**src/rtl/core/tev_pkg.sv**
```systemverilog
// types, constants and helper functions shared by the trace event encoder
package tev_pkg;

	localparam int unsigned CMD_W   = 4;
	localparam int unsigned ID_W    = 32;
	localparam int unsigned WORD_W  = 64;
	localparam int unsigned BYTE_W  = 8;
	localparam int unsigned GROUP_W = 7;
	localparam int unsigned CODE_W  = 5;
	localparam int unsigned CFG_W   = 1;

	typedef enum logic [CMD_W-1:0] {
		CMD_END_STREAM  = 4'd0,
		CMD_DESTROY     = 4'd1,
		CMD_ADD_CORE    = 4'd2,
		CMD_GROW        = 4'd3,
		CMD_REMOVE      = 4'd4,
		CMD_SHRINK      = 4'd5,
		CMD_ALLOCATE    = 4'd6,
		CMD_FREE        = 4'd7,
		CMD_FREE_ALL    = 4'd8,
		CMD_SET_BACKING = 4'd9
	} cmd_t;

	typedef enum logic [CFG_W-1:0] {
		REG_ENABLE    = 1'b0,
		REG_TIME_BASE = 1'b1
	} cfg_reg_t;

	typedef enum logic [1:0] {
		ST_IDLE,
		ST_BUSY
	} state_t;

	typedef enum logic [3:0] {
		F_COUNT,
		F_CODE,
		F_TIME,
		F_TID,
		F_HEAP,
		F_ADDR,
		F_LEN,
		F_BOOL,
		F_HEAP2,
		F_CODE2
	} field_t;

	localparam logic [CODE_W-1:0] CODE_END_STREAM  = 5'd2;
	localparam logic [CODE_W-1:0] CODE_DESTROY     = 5'd11;
	localparam logic [CODE_W-1:0] CODE_ADD_CORE    = 5'd12;
	localparam logic [CODE_W-1:0] CODE_GROW        = 5'd13;
	localparam logic [CODE_W-1:0] CODE_REMOVE      = 5'd14;
	localparam logic [CODE_W-1:0] CODE_SHRINK      = 5'd15;
	localparam logic [CODE_W-1:0] CODE_ALLOCATE    = 5'd16;
	localparam logic [CODE_W-1:0] CODE_FREE        = 5'd17;
	localparam logic [CODE_W-1:0] CODE_FREE_ALL    = 5'd18;
	localparam logic [CODE_W-1:0] CODE_SET_BACKING = 5'd30;

	function automatic logic cmd_known(input logic [CMD_W-1:0] c);
		return c <= CMD_SET_BACKING;
	endfunction

	function automatic logic [CODE_W-1:0] cmd_code(input cmd_t c);
		logic [CODE_W-1:0] r;
		unique case (c)
			CMD_END_STREAM:  r = CODE_END_STREAM;
			CMD_DESTROY:     r = CODE_DESTROY;
			CMD_ADD_CORE:    r = CODE_ADD_CORE;
			CMD_GROW:        r = CODE_GROW;
			CMD_REMOVE:      r = CODE_REMOVE;
			CMD_SHRINK:      r = CODE_SHRINK;
			CMD_ALLOCATE:    r = CODE_ALLOCATE;
			CMD_FREE:        r = CODE_FREE;
			CMD_FREE_ALL:    r = CODE_FREE_ALL;
			CMD_SET_BACKING: r = CODE_SET_BACKING;
			default:         r = CODE_END_STREAM;
		endcase
		return r;
	endfunction

	// record layout: which field follows the current one for a command
	function automatic field_t next_field(input cmd_t c, input field_t f);
		field_t r;
		unique case (f)
			F_COUNT: r = F_CODE;
			F_CODE:  r = F_TIME;
			F_TIME:  r = F_TID;
			F_TID:   r = (c == CMD_END_STREAM) ? F_CODE2 : F_HEAP;
			F_HEAP: begin
				case (c) inside
					CMD_ADD_CORE, CMD_GROW, CMD_REMOVE, CMD_SHRINK, CMD_ALLOCATE,
					CMD_FREE:        r = F_ADDR;
					CMD_SET_BACKING: r = F_HEAP2;
					default:         r = F_CODE2;
				endcase
			end
			F_ADDR:  r = (c == CMD_FREE) ? F_BOOL : F_LEN;
			F_LEN:   r = (c == CMD_ALLOCATE) ? F_BOOL : F_CODE2;
			F_BOOL:  r = F_CODE2;
			F_HEAP2: r = F_CODE2;
			F_CODE2: r = F_CODE2;
			default: r = F_CODE2;
		endcase
		return r;
	endfunction

endpackage

```
**src/rtl/core/tev_if.sv**
```systemverilog
// handshake channels of the trace event encoder: events, stream words, register writes
interface tev_evt_if;
	logic                                valid;
	logic                                ready;
	logic [tev_pkg::CMD_W-1:0]           command;
	logic [tev_pkg::ID_W-1:0]            heap_id;
	logic [tev_pkg::ID_W-1:0]            second_heap_id;
	logic [tev_pkg::WORD_W-1:0]          address;
	logic [tev_pkg::WORD_W-1:0]          length;
	logic                                by_heap;
	logic [tev_pkg::WORD_W-1:0]          timestamp;
	logic [tev_pkg::ID_W-1:0]            thread_id;

	modport source (
		output valid, command, heap_id, second_heap_id, address, length, by_heap,
			timestamp, thread_id,
		input  ready
	);
	modport sink (
		input  valid, command, heap_id, second_heap_id, address, length, by_heap,
			timestamp, thread_id,
		output ready
	);
endinterface

interface tev_byte_if;
	logic                        valid;
	logic                        ready;
	logic [tev_pkg::BYTE_W-1:0]  out_byte;
	logic                        last;

	modport source (output valid, out_byte, last, input ready);
	modport sink (input valid, out_byte, last, output ready);
endinterface

interface tev_cfg_if;
	logic                         valid;
	logic                         ready;
	logic [tev_pkg::CFG_W-1:0]    index;
	logic [tev_pkg::WORD_W-1:0]   data;

	modport source (output valid, index, data, input ready);
	modport sink (input valid, index, data, output ready);
endinterface

```
**src/rtl/core/trace_event_varint_encoder.sv**
```systemverilog
// heap trace event to varint byte stream encoder, top level
//
// evt carries one heap trace event per word; bytes carries the encoded
// record, one byte per word, with last set on the record's final byte.
// cfg writes register 0 (enable, bit 0) and register 1 (time base, 64 bit);
// cfg is always ready; it must be written only while no record is in flight,
// which the block itself does not enforce. an accepted event with enable low
// or an unknown command makes no bytes and the block stays ready.
// otherwise a record of n bytes (5 to 53) is produced by one 64 bit shift
// register that drops 7 bits a cycle under a small field sequencer, so one
// byte leaves per cycle while the receiver is not stalling; evt is not ready
// until the record's last byte has been passed to the output register.
// each byte is registered in the output register on its way out of the shift register.
// a stalled receiver holds the output register, and the sequencer waits
// with it; no byte is lost or repeated.
// reset clears enable, time base and the event count and empties the
// output register.
module trace_event_varint_encoder (
	input  logic        clk,
	input  logic        arst_n,
	tev_evt_if.sink     evt,
	tev_byte_if.source  bytes,
	tev_cfg_if.sink     cfg
);

	tev_pkg::state_t                  state_q, state_d;
	tev_pkg::field_t                  field_q, field_d, nf;
	tev_pkg::cmd_t                    cmd_q;
	logic [tev_pkg::WORD_W-1:0]       sh_q, sh_d, rest, nval;
	logic [tev_pkg::WORD_W-1:0]       count_q, time_base_q, tsd_q, addr_q, len_q;
	logic [tev_pkg::ID_W-1:0]         heap_q, heap2_q, tid_q;
	logic                             byh_q, enable_q;
	logic                             ov_q;
	logic [tev_pkg::BYTE_W-1:0]       ob_q, ob_d;
	logic                             ol_q, ol_d;
	logic                             evt_acc, start, push, fin;

	assign evt.ready     = (state_q == tev_pkg::ST_IDLE);
	assign cfg.ready     = 1'b1;
	assign bytes.valid   = ov_q;
	assign bytes.out_byte = ob_q;
	assign bytes.last    = ol_q;

	assign evt_acc = evt.valid && evt.ready;
	assign start   = evt_acc && enable_q && tev_pkg::cmd_known(evt.command);
	assign push    = (state_q == tev_pkg::ST_BUSY) && (!ov_q || bytes.ready);
	assign rest    = sh_q >> tev_pkg::GROUP_W;
	assign fin     = (rest == '0);
	assign nf      = tev_pkg::next_field(cmd_q, field_q);

	always_comb begin
		unique case (nf)
			tev_pkg::F_COUNT: nval = count_q;
			tev_pkg::F_CODE,
			tev_pkg::F_CODE2: nval = {{(tev_pkg::WORD_W-tev_pkg::CODE_W){1'b0}},
				tev_pkg::cmd_code(cmd_q)};
			tev_pkg::F_TIME:  nval = tsd_q;
			tev_pkg::F_TID:   nval = {{(tev_pkg::WORD_W-tev_pkg::ID_W){1'b0}}, tid_q};
			tev_pkg::F_HEAP:  nval = {{(tev_pkg::WORD_W-tev_pkg::ID_W){1'b0}}, heap_q};
			tev_pkg::F_ADDR:  nval = addr_q;
			tev_pkg::F_LEN:   nval = len_q;
			tev_pkg::F_BOOL:  nval = {{(tev_pkg::WORD_W-1){1'b0}}, byh_q};
			tev_pkg::F_HEAP2: nval = {{(tev_pkg::WORD_W-tev_pkg::ID_W){1'b0}}, heap2_q};
			default:          nval = '0;
		endcase
	end

	always_comb begin
		state_d = state_q;
		field_d = field_q;
		sh_d    = sh_q;
		ob_d    = {fin, sh_q[tev_pkg::GROUP_W-1:0]};
		ol_d    = fin && (field_q == tev_pkg::F_CODE2);
		unique case (state_q)
			tev_pkg::ST_IDLE: begin
				if (start) begin
					state_d = tev_pkg::ST_BUSY;
					field_d = tev_pkg::F_COUNT;
					sh_d    = count_q;
				end
			end
			tev_pkg::ST_BUSY: begin
				if (push) begin
					if (!fin) begin
						sh_d = rest;
					end else if (field_q == tev_pkg::F_CODE2) begin
						state_d = tev_pkg::ST_IDLE;
					end else begin
						field_d = nf;
						sh_d    = nval;
					end
				end
			end
			default: state_d = tev_pkg::ST_IDLE;
		endcase
	end

	always_ff @(posedge clk or negedge arst_n) begin
		if (!arst_n) begin
			state_q     <= tev_pkg::ST_IDLE;
			count_q     <= '0;
			enable_q    <= 1'b0;
			time_base_q <= '0;
			ov_q        <= 1'b0;
		end else begin
			state_q <= state_d;
			if (push && ol_d) begin
				count_q <= count_q + 64'd1;
			end
			if (cfg.valid && cfg.ready) begin
				unique case (tev_pkg::cfg_reg_t'(cfg.index))
					tev_pkg::REG_ENABLE:    enable_q    <= cfg.data[0];
					tev_pkg::REG_TIME_BASE: time_base_q <= cfg.data;
					default: ;
				endcase
			end
			if (push) begin
				ov_q <= 1'b1;
			end else if (bytes.ready) begin
				ov_q <= 1'b0;
			end
		end
	end

	always_ff @(posedge clk) begin
		field_q <= field_d;
		sh_q    <= sh_d;
		if (push) begin
			ob_q <= ob_d;
			ol_q <= ol_d;
		end
		if (evt_acc) begin
			cmd_q   <= tev_pkg::cmd_t'(evt.command);
			heap_q  <= evt.heap_id;
			heap2_q <= evt.second_heap_id;
			addr_q  <= evt.address;
			len_q   <= evt.length;
			byh_q   <= evt.by_heap;
			tid_q   <= evt.thread_id;
			tsd_q   <= evt.timestamp - time_base_q;
		end
	end

	a_last_is_final: assert property (@(posedge clk) disable iff (!arst_n)
		bytes.valid && bytes.last |-> bytes.out_byte[tev_pkg::BYTE_W-1])
		else $error("record end byte without stop bit");

	a_count_step: assert property (@(posedge clk) disable iff (!arst_n)
		push && ol_d |=> count_q == $past(count_q) + 64'd1)
		else $error("event count not advanced at record end");

	a_count_hold: assert property (@(posedge clk) disable iff (!arst_n)
		!(push && ol_d) |=> count_q == $past(count_q))
		else $error("event count moved outside record end");

	a_disabled_idle: assert property (@(posedge clk) disable iff (!arst_n)
		evt_acc && !enable_q |=> state_q == tev_pkg::ST_IDLE)
		else $error("record started while disabled");

endmodule
```
**src/flat_wrapper.sv**
```systemverilog
// flat-port wrapper written by rule: the top's interface ports become plain ports
module trace_event_varint_encoder_flat 
  (clk, arst_n, evt_valid, evt_command, evt_heap_id, evt_second_heap_id, evt_address, evt_length, evt_by_heap, evt_timestamp, evt_thread_id, evt_ready, bytes_valid, bytes_out_byte, bytes_last, bytes_ready, cfg_valid, cfg_index, cfg_data, cfg_ready);
  tev_evt_if evt_i ();
  tev_byte_if bytes_i ();
  tev_cfg_if cfg_i ();
  input  logic clk;
  input  logic arst_n;
  input wire logic [$bits(evt_i.valid)-1:0] evt_valid;
  input wire logic [$bits(evt_i.command)-1:0] evt_command;
  input wire logic [$bits(evt_i.heap_id)-1:0] evt_heap_id;
  input wire logic [$bits(evt_i.second_heap_id)-1:0] evt_second_heap_id;
  input wire logic [$bits(evt_i.address)-1:0] evt_address;
  input wire logic [$bits(evt_i.length)-1:0] evt_length;
  input wire logic [$bits(evt_i.by_heap)-1:0] evt_by_heap;
  input wire logic [$bits(evt_i.timestamp)-1:0] evt_timestamp;
  input wire logic [$bits(evt_i.thread_id)-1:0] evt_thread_id;
  output wire logic [$bits(evt_i.ready)-1:0] evt_ready;
  output wire logic [$bits(bytes_i.valid)-1:0] bytes_valid;
  output wire logic [$bits(bytes_i.out_byte)-1:0] bytes_out_byte;
  output wire logic [$bits(bytes_i.last)-1:0] bytes_last;
  input wire logic [$bits(bytes_i.ready)-1:0] bytes_ready;
  input wire logic [$bits(cfg_i.valid)-1:0] cfg_valid;
  input wire logic [$bits(cfg_i.index)-1:0] cfg_index;
  input wire logic [$bits(cfg_i.data)-1:0] cfg_data;
  output wire logic [$bits(cfg_i.ready)-1:0] cfg_ready;
  assign evt_i.valid = evt_valid;
  assign evt_i.command = evt_command;
  assign evt_i.heap_id = evt_heap_id;
  assign evt_i.second_heap_id = evt_second_heap_id;
  assign evt_i.address = evt_address;
  assign evt_i.length = evt_length;
  assign evt_i.by_heap = evt_by_heap;
  assign evt_i.timestamp = evt_timestamp;
  assign evt_i.thread_id = evt_thread_id;
  assign evt_ready = evt_i.ready;
  assign bytes_valid = bytes_i.valid;
  assign bytes_out_byte = bytes_i.out_byte;
  assign bytes_last = bytes_i.last;
  assign bytes_i.ready = bytes_ready;
  assign cfg_i.valid = cfg_valid;
  assign cfg_i.index = cfg_index;
  assign cfg_i.data = cfg_data;
  assign cfg_ready = cfg_i.ready;
  trace_event_varint_encoder u_core (.clk(clk), .arst_n(arst_n), .evt(evt_i), .bytes(bytes_i), .cfg(cfg_i));
endmodule
```
**config.mk**
```make
export PLATFORM = sky130hd
export DESIGN_NAME = trace_event_varint_encoder_flat
export DESIGN_NICKNAME = d
export VERILOG_FILES = /design/src/rtl/core/tev_pkg.sv /design/src/rtl/core/tev_if.sv /design/src/rtl/core/trace_event_varint_encoder.sv /design/src/flat_wrapper.sv
export SDC_FILE = /design/constraint.sdc
export NUM_CORES = 1
export LEC_CHECK = 0
export ABC_AREA = 1
export BUFFER_PORTS_ARGS = -buffer_cell sky130_fd_sc_hd__buf_4
export CAP_MARGIN = 15
export CELL_PAD_IN_SITES_DETAIL_PLACEMENT = 0
export CELL_PAD_IN_SITES_GLOBAL_PLACEMENT = 1
export CORE_MARGIN = 2
export CORE_UTILIZATION = 40
export DETAILED_ROUTE_END_ITERATION = 10
export GPL_TIMING_DRIVEN = 0
export PLACE_DENSITY = 0.81
export SYNTH_ARGS = -nofsm -noshare
export SYNTH_HDL_FRONTEND = slang
export SYNTH_SLANG_ARGS = --single-unit
```
**constraint.sdc**
```tcl
create_clock -name clk -period 25.2 [get_ports clk]
set_input_delay 2.52 -clock clk [delete_from_list [all_inputs] [get_ports clk]]
set_output_delay 2.52 -clock clk [all_outputs]
set_load 0.005 [all_outputs]
```
* Yosys cells after proc, flatten, opt, wreduce, memory -nomap -nowiden
Memory sizes are Yosys's and may differ from the RTL's. A register that Yosys moved wholly into a read port is not among the register bits.
Cells that the tools add are included.
** Cells by class
- Add/sub/neg operators :: 2
- $lt $le $gt $ge :: 1
- Eq/ne operators :: 30
- Muxes and demuxes :: 25
- Bitwise gates (word level) :: 1
- Reduce and logical (&&, ||, !) cells :: 22
** Operators by type and width (count)
- 64-bit one-hot mux with 9 select lines :: 1
- 64-bit 2-to-1 mux :: 4
- 64-bit one-hot mux with 2 select lines :: 1
- 64-bit by 1-bit adder with 64-bit output, second input constant :: 1
- 64-bit logical NOT :: 1
- 64-bit subtractor :: 1
- 4-bit by 3-bit == test with 1-bit output, second input constant :: 11
- 4-bit 2-to-1 mux :: 8
- 4-bit one-hot mux with 7 select lines :: 1
- 4-bit by 2-bit == test with 1-bit output, second input constant :: 6
- 4-bit == test, second input constant :: 4
- 4-bit logical NOT :: 3
- 4-bit by 1-bit == test with 1-bit output, second input constant :: 2
- 2-bit 2-to-1 mux :: 4
- 4-bit one-hot mux with 2 select lines :: 1
- 4-bit AND reduction :: 2
- 1-bit logical AND :: 6
- 2-bit inequality test, second input constant :: 3
- 6-bit OR reduction :: 1
- 5-bit AND reduction :: 1
- 4-bit less-or-equal comparator, second input constant :: 1
- 1-bit 2-to-1 mux :: 4
- 2-bit by 1-bit inequality test with 1-bit output, second input constant :: 2
- 2-bit one-hot mux with 2 select lines :: 1
- 9 further kinds :: 11
** Storage, ports and cells
- Bits in registers :: 502
- ROM bits :: 80
- Input port bits :: 363
- Output and inout bits :: 12
- Word-level logic and storage cells :: 99
- Memories :: 1
** Memories
- (name not given) :: depth 16, width 5, read ports 1, clocked after Yosys merged registers in 1, write ports 0, RTL line tev_pkg.sv:65 : unique case (c)

* Depth between registers and ports, before layout
- Depth in word-level cells :: 11
- Depth in mapped cells :: 16
- Depth with buffers taken out :: 16

* Worst setup path before layout
No wires, ideal clock.
- Path kind :: input-to-reg
- From :: input evt_valid
- To :: register u_core.sh_q[0] (netlist name), enable pin
- Setup time :: 418 ps
- Arrival :: 10188 ps
- Data required time :: 24782 ps
- Setup slack :: 14594 ps
- Stages on the path :: 6
- Buffers on the path :: 0
- Path through :: nand2_1 -> inv_1 -> nand3_1 -> inv_1 -> o21ai_0 -> inv_1
** On the way
- Cells in the longest elaborated chain, start to end :: 5
** RTL lines
- from (decl) :: RTL line flat_wrapper.sv:9 : input wire logic [$bits(evt_i.valid)-1:0] evt_valid;
- 1-bit logical AND :: RTL line trace_event_varint_encoder.sv:44 : assign evt_acc = evt.valid && evt.ready;
- via u_core.evt_acc :: RTL line trace_event_varint_encoder.sv:36 : logic evt_acc, start, push, fin;
- 1-bit logical AND (2 in a row) :: RTL line trace_event_varint_encoder.sv:45 : assign start = evt_acc && enable_q && tev_pkg::cmd_known(evt.command);
- 2-bit inequality test (no line)
- 4-bit AND reduction (no line)
- to (signal assigned) :: RTL line trace_event_varint_encoder.sv:127 : sh_q <= sh_d;
- to (decl) :: RTL line trace_event_varint_encoder.sv:29 : logic [tev_pkg::WORD_W-1:0] sh_q, sh_d, rest, nval;
The timed path passes the listed nets, and every way through them passes these cells.
A chain may end at the register's enable or synchronous reset.

* Worst setup path after layout
- From :: input evt_timestamp[0]
- To :: register u_core.tsd_q[58] (netlist name) (data pin)
** On the way
- Cells in the longest elaborated chain, start to end :: 1
** RTL lines
- from (decl) :: RTL line flat_wrapper.sv:16 : input wire logic [$bits(evt_i.timestamp)-1:0] evt_timestamp;
- 64-bit subtractor :: RTL line trace_event_varint_encoder.sv:140 : tsd_q <= evt.timestamp - time_base_q;
- to (signal assigned) :: RTL line trace_event_varint_encoder.sv:140
- to (decl) :: RTL line trace_event_varint_encoder.sv:30 : logic [tev_pkg::WORD_W-1:0] count_q, time_base_q, tsd_q, addr_q, len_q;
Every way passes these cells.

==> impl_metrics.tcl <==
set metrics [dict create \
    status "finished, final reports clean" \
    finalHoldViolCount 0 \
    fin_crit_ns 4.68 \
    h-tree-depth 2 \
    ys.flop_type "edfxtp_1" \
    route.detailed.drc 0 \
    ios 375 \
    antenna_left 0 \
    yosysWarnings 0 \
    cp_slowest_cell "o21ai_0" \
    cp.required_ns 25.58 \
    r2r_cells 9 \
    postLayoutCoreUtil_pct 49.5 \
    die-area_sq_um 68700 \
    hold_depth 0 \
    cts_buffers 56 \
    crit_chain "buf_4 -> inv_1 -> ha_1 -> fa_1 -> o21ai_0 -> nand2_1 -> nand2_1 -> nand2_1 -> nand2_1 -> nand2_1 -> nand2_1 -> nand2_1 -> nand3_1 -> nand2_1" \
    dr_total_vias 23000 \
    synth.distinct_cells 42 \
    vdd_drop_max_uv 55.8 \
    syn-num-nets 3577 \
    synthTopCellsByArea "edfxtp_1 (42%), nand2_1 (14%), dfrtp_1 (12%), nor2_1 (5.4%), inv_1 (4.8%)" \
    crit_path_max_incr_delay_ns 0.65 \
    clkTransAtPathRegs_ns 0.06 \
    yosysTopAreaCellShare_pct 41.7 \
    first_iter_violations 2021 \
    finalInstanceArea_sq_um 32600 \
    start_util_pct 40.5 \
    fin_crit_sh_pct 18.6 \
    via_per_inst 5.12 \
    post_cts_buffers 0 \
    gr-total-overflow 0 \
    yosysSeqAreaShare_pct 54.4 \
    synth_area_sq_um 26700 \
    critPathArrivalTime_ns 5.06 \
    cp_max_fo 4 \
    synth_most_common_cell "nand2_1" \
    grtUsageTotal_pct 26.9 \
    synth_area_per_cell_sq_um 8.47 \
    dieWidth_um 262 \
    wire_per_inst_um 20.8 \
    hold_path_class "register to register" \
    ctsHoldBuffers 0 \
    grt_pass1_vias 22700 \
    ctsResizeCount 0 \
    clock-skew-final_ns 0.0248 \
    cts_tree "yes" \
    die_h_um 262 \
    critPathKind "primary input to register" \
    fp-row-count 94 \
    syn-instance-count 3147 \
    worst_slew_pin_slew_ns 1.13 \
    tns_ns 0 \
    instances_no_fill 4497 \
    crit_path_end_kind "register" \
    p_leak_nw 14.4 \
    wirelength_um 93300 \
    crit_top_cell "nand2_1" \
    cts_max_path_buffers 3 \
    cp-start-kind "primary input" \
    dp_cells 4388 \
    setup_viol 0 \
    grt_pass1_wl_um 136000 \
    area_growth_syn_to_layout_pct 22.3 \
    fp.coreArea_sq_um 65900 \
    powerDensity_nw_per_um2 77.1 \
    synth-edff-count 370 \
    antenna_found_initial 4 \
    io_buffer_count 373 \
    rsz0062_at_grt "false" \
    detail_route.first_pass.iterations 9 \
    finalMaxSlewViolations 0 \
    synthTopCellsByCount "nand2_1 (1000), nor2_1 (382), edfxtp_1 (370), inv_1 (343), a21oi_1 (201)" \
    async_reset_ff_share_pct 25.9 \
    hold_slack_ns 0.423 \
    cts_root_buffer "clkbuf_16" \
    fmax_mhz 214 \
    worstSkewPairLatency_ns 0.63 \
    place_congestion 0.990 \
    slew_headroom_pct 24.3 \
    cap_violations 0 \
    yosysTopAreaCell "edfxtp_1" \
    fin_nets 4012 \
    drive_gt1_share_pct 14.4 \
    synth_seq_cells 506 \
    placed_area_sq_um 30700 \
    clock_sinks 506 \
    place_hpwl_um 75500 \
    grt_max_degree 122 \
]
## metrics by stage
step | setup WS (ns) | power [mW]
4_1_cts | 20.48 | 2.52
3_5_place_dp | 19.82 | 1.65
6_report | 20.52 | 2.51
3_3_place_gp | 11.30 | 1.67
2_1_floorplan | 14.59 | 1.44
5_1_grt | 20.22 | 2.62
## path summary, 6_finish.rpt
path                                                 end              start  slack (ns)
worst max-delay path                    u_core.tsd_q[58]   evt_timestamp[0]       20.52
worst min-delay path            u_core.bytes.out_byte[6]     u_core.sh_q[6]        0.42
worst max register to register           u_core.sh_q[55]  u_core.state_q[0]       21.80
worst min register to register  u_core.bytes.out_byte[6]     u_core.sh_q[6]        0.42
max in group asynchronous         u_core.time_base_q[62]             arst_n       22.47
min in group asynchronous              u_core.count_q[0]             arst_n        1.88
## routing by layer
metal	share of wire, %	up-vias	GRT usage, %
met1	43	10900	35.6
met3	5.5	150	2.65
met2	49	721	46.1
li1	-	11200	-
met4	3.3	0	9.15
met5	0	-	0
## cells by family (layout without fill, tap and decap cells)
logic type / count (synthesis) / after routing / synth area share [%]
AO/OA/AOI/OAI: 328 / 328 / 6.42
XOR/XNOR: 95 / 95 / 3.12
other: 1 / 4 / 0.0141
multiplexers: 14 / 14 / 0.530
buffers and inverters: 428 / 911 / 6.28
AND/OR/NAND/NOR: 1708 / 1708 / 26.1
adder cells (fa/ha/maj): 67 / 67 / 3.17
flip-flops: 506 / 506 / 54.4
## worst max-delay path: cells and delay by family
family,cells,cell delay [ns]
AO/OA/AOI/OAI,1,0.65
buffers and inverters,2,0.12
adder cells (fa/ha/maj),2,0.62
AND/OR/NAND/NOR,9,1.13
## final cells by class
| class | count | area [sq um] |
|---|---|---|
| sequential | 506 | 14500 |
| clock inverter | 36 | 427 |
| multi-input combinational | 2213 | 10500 |
| fill | 6454 | 33300 |
| buffer | 77 | 357 |
| tap | 864 | 1080 |
| antenna | 3 | 7.51 |
| timing repair buffer | 377 | 2910 |
| inverter | 351 | 1330 |
| clock buffer | 70 | 1530 |
## state kept, by name, summed over array words and instances (netlist names), named ones only
name and count:
u_core.heap2_q 32, u_core.addr_q 64, u_core.field_q 4, u_core.len_q 64, u_core.bytes.out_byte 8, u_core.cmd_q 4, u_core.tsd_q 64, u_core.enable_q 1
u_core.state_q 1, u_core.heap_q 32, u_core.count_q 64, u_core.byh_q 1, u_core.time_base_q 64, u_core.tid_q 32, u_core.bytes.valid 1, u_core.sh_q 64
u_core.bytes.last 1
## power breakdown
part	leakage (nW)	switching, mW	total (mW)	internal, mW
clock network	0.957	0.358	0.873	0.514
logic	8.42	0.357	0.534	0.177
registers	5.02	0.0480	1.11	1.06
total	14.4	0.763	2.51	1.75
## cell usage in the layout (no fill, tap or decap), types with 5 or more instances in the layout
cell type and count:
a21oi_1 201, a22o_1 6, buf_1 7, buf_2 15, buf_4 381, bufinv_16 8, clkbuf_1 53, clkbuf_16 58
clkinv_2 15, clkinvlp_4 5, dfrtp_1 131, dfxtp_1 5, edfxtp_1 370, ha_1 66, inv_1 341, inv_2 9
mux2i_1 13, nand2_1 1000, nand3_1 184, nand3b_1 5, nand4_1 63, nor2_1 382, nor2_2 5, nor3_1 48
nor4_1 11, o21ai_0 100, o21bai_1 9, xnor2_1 13, xor2_1 82
Note: power is estimated with default switching activity, not from simulation.
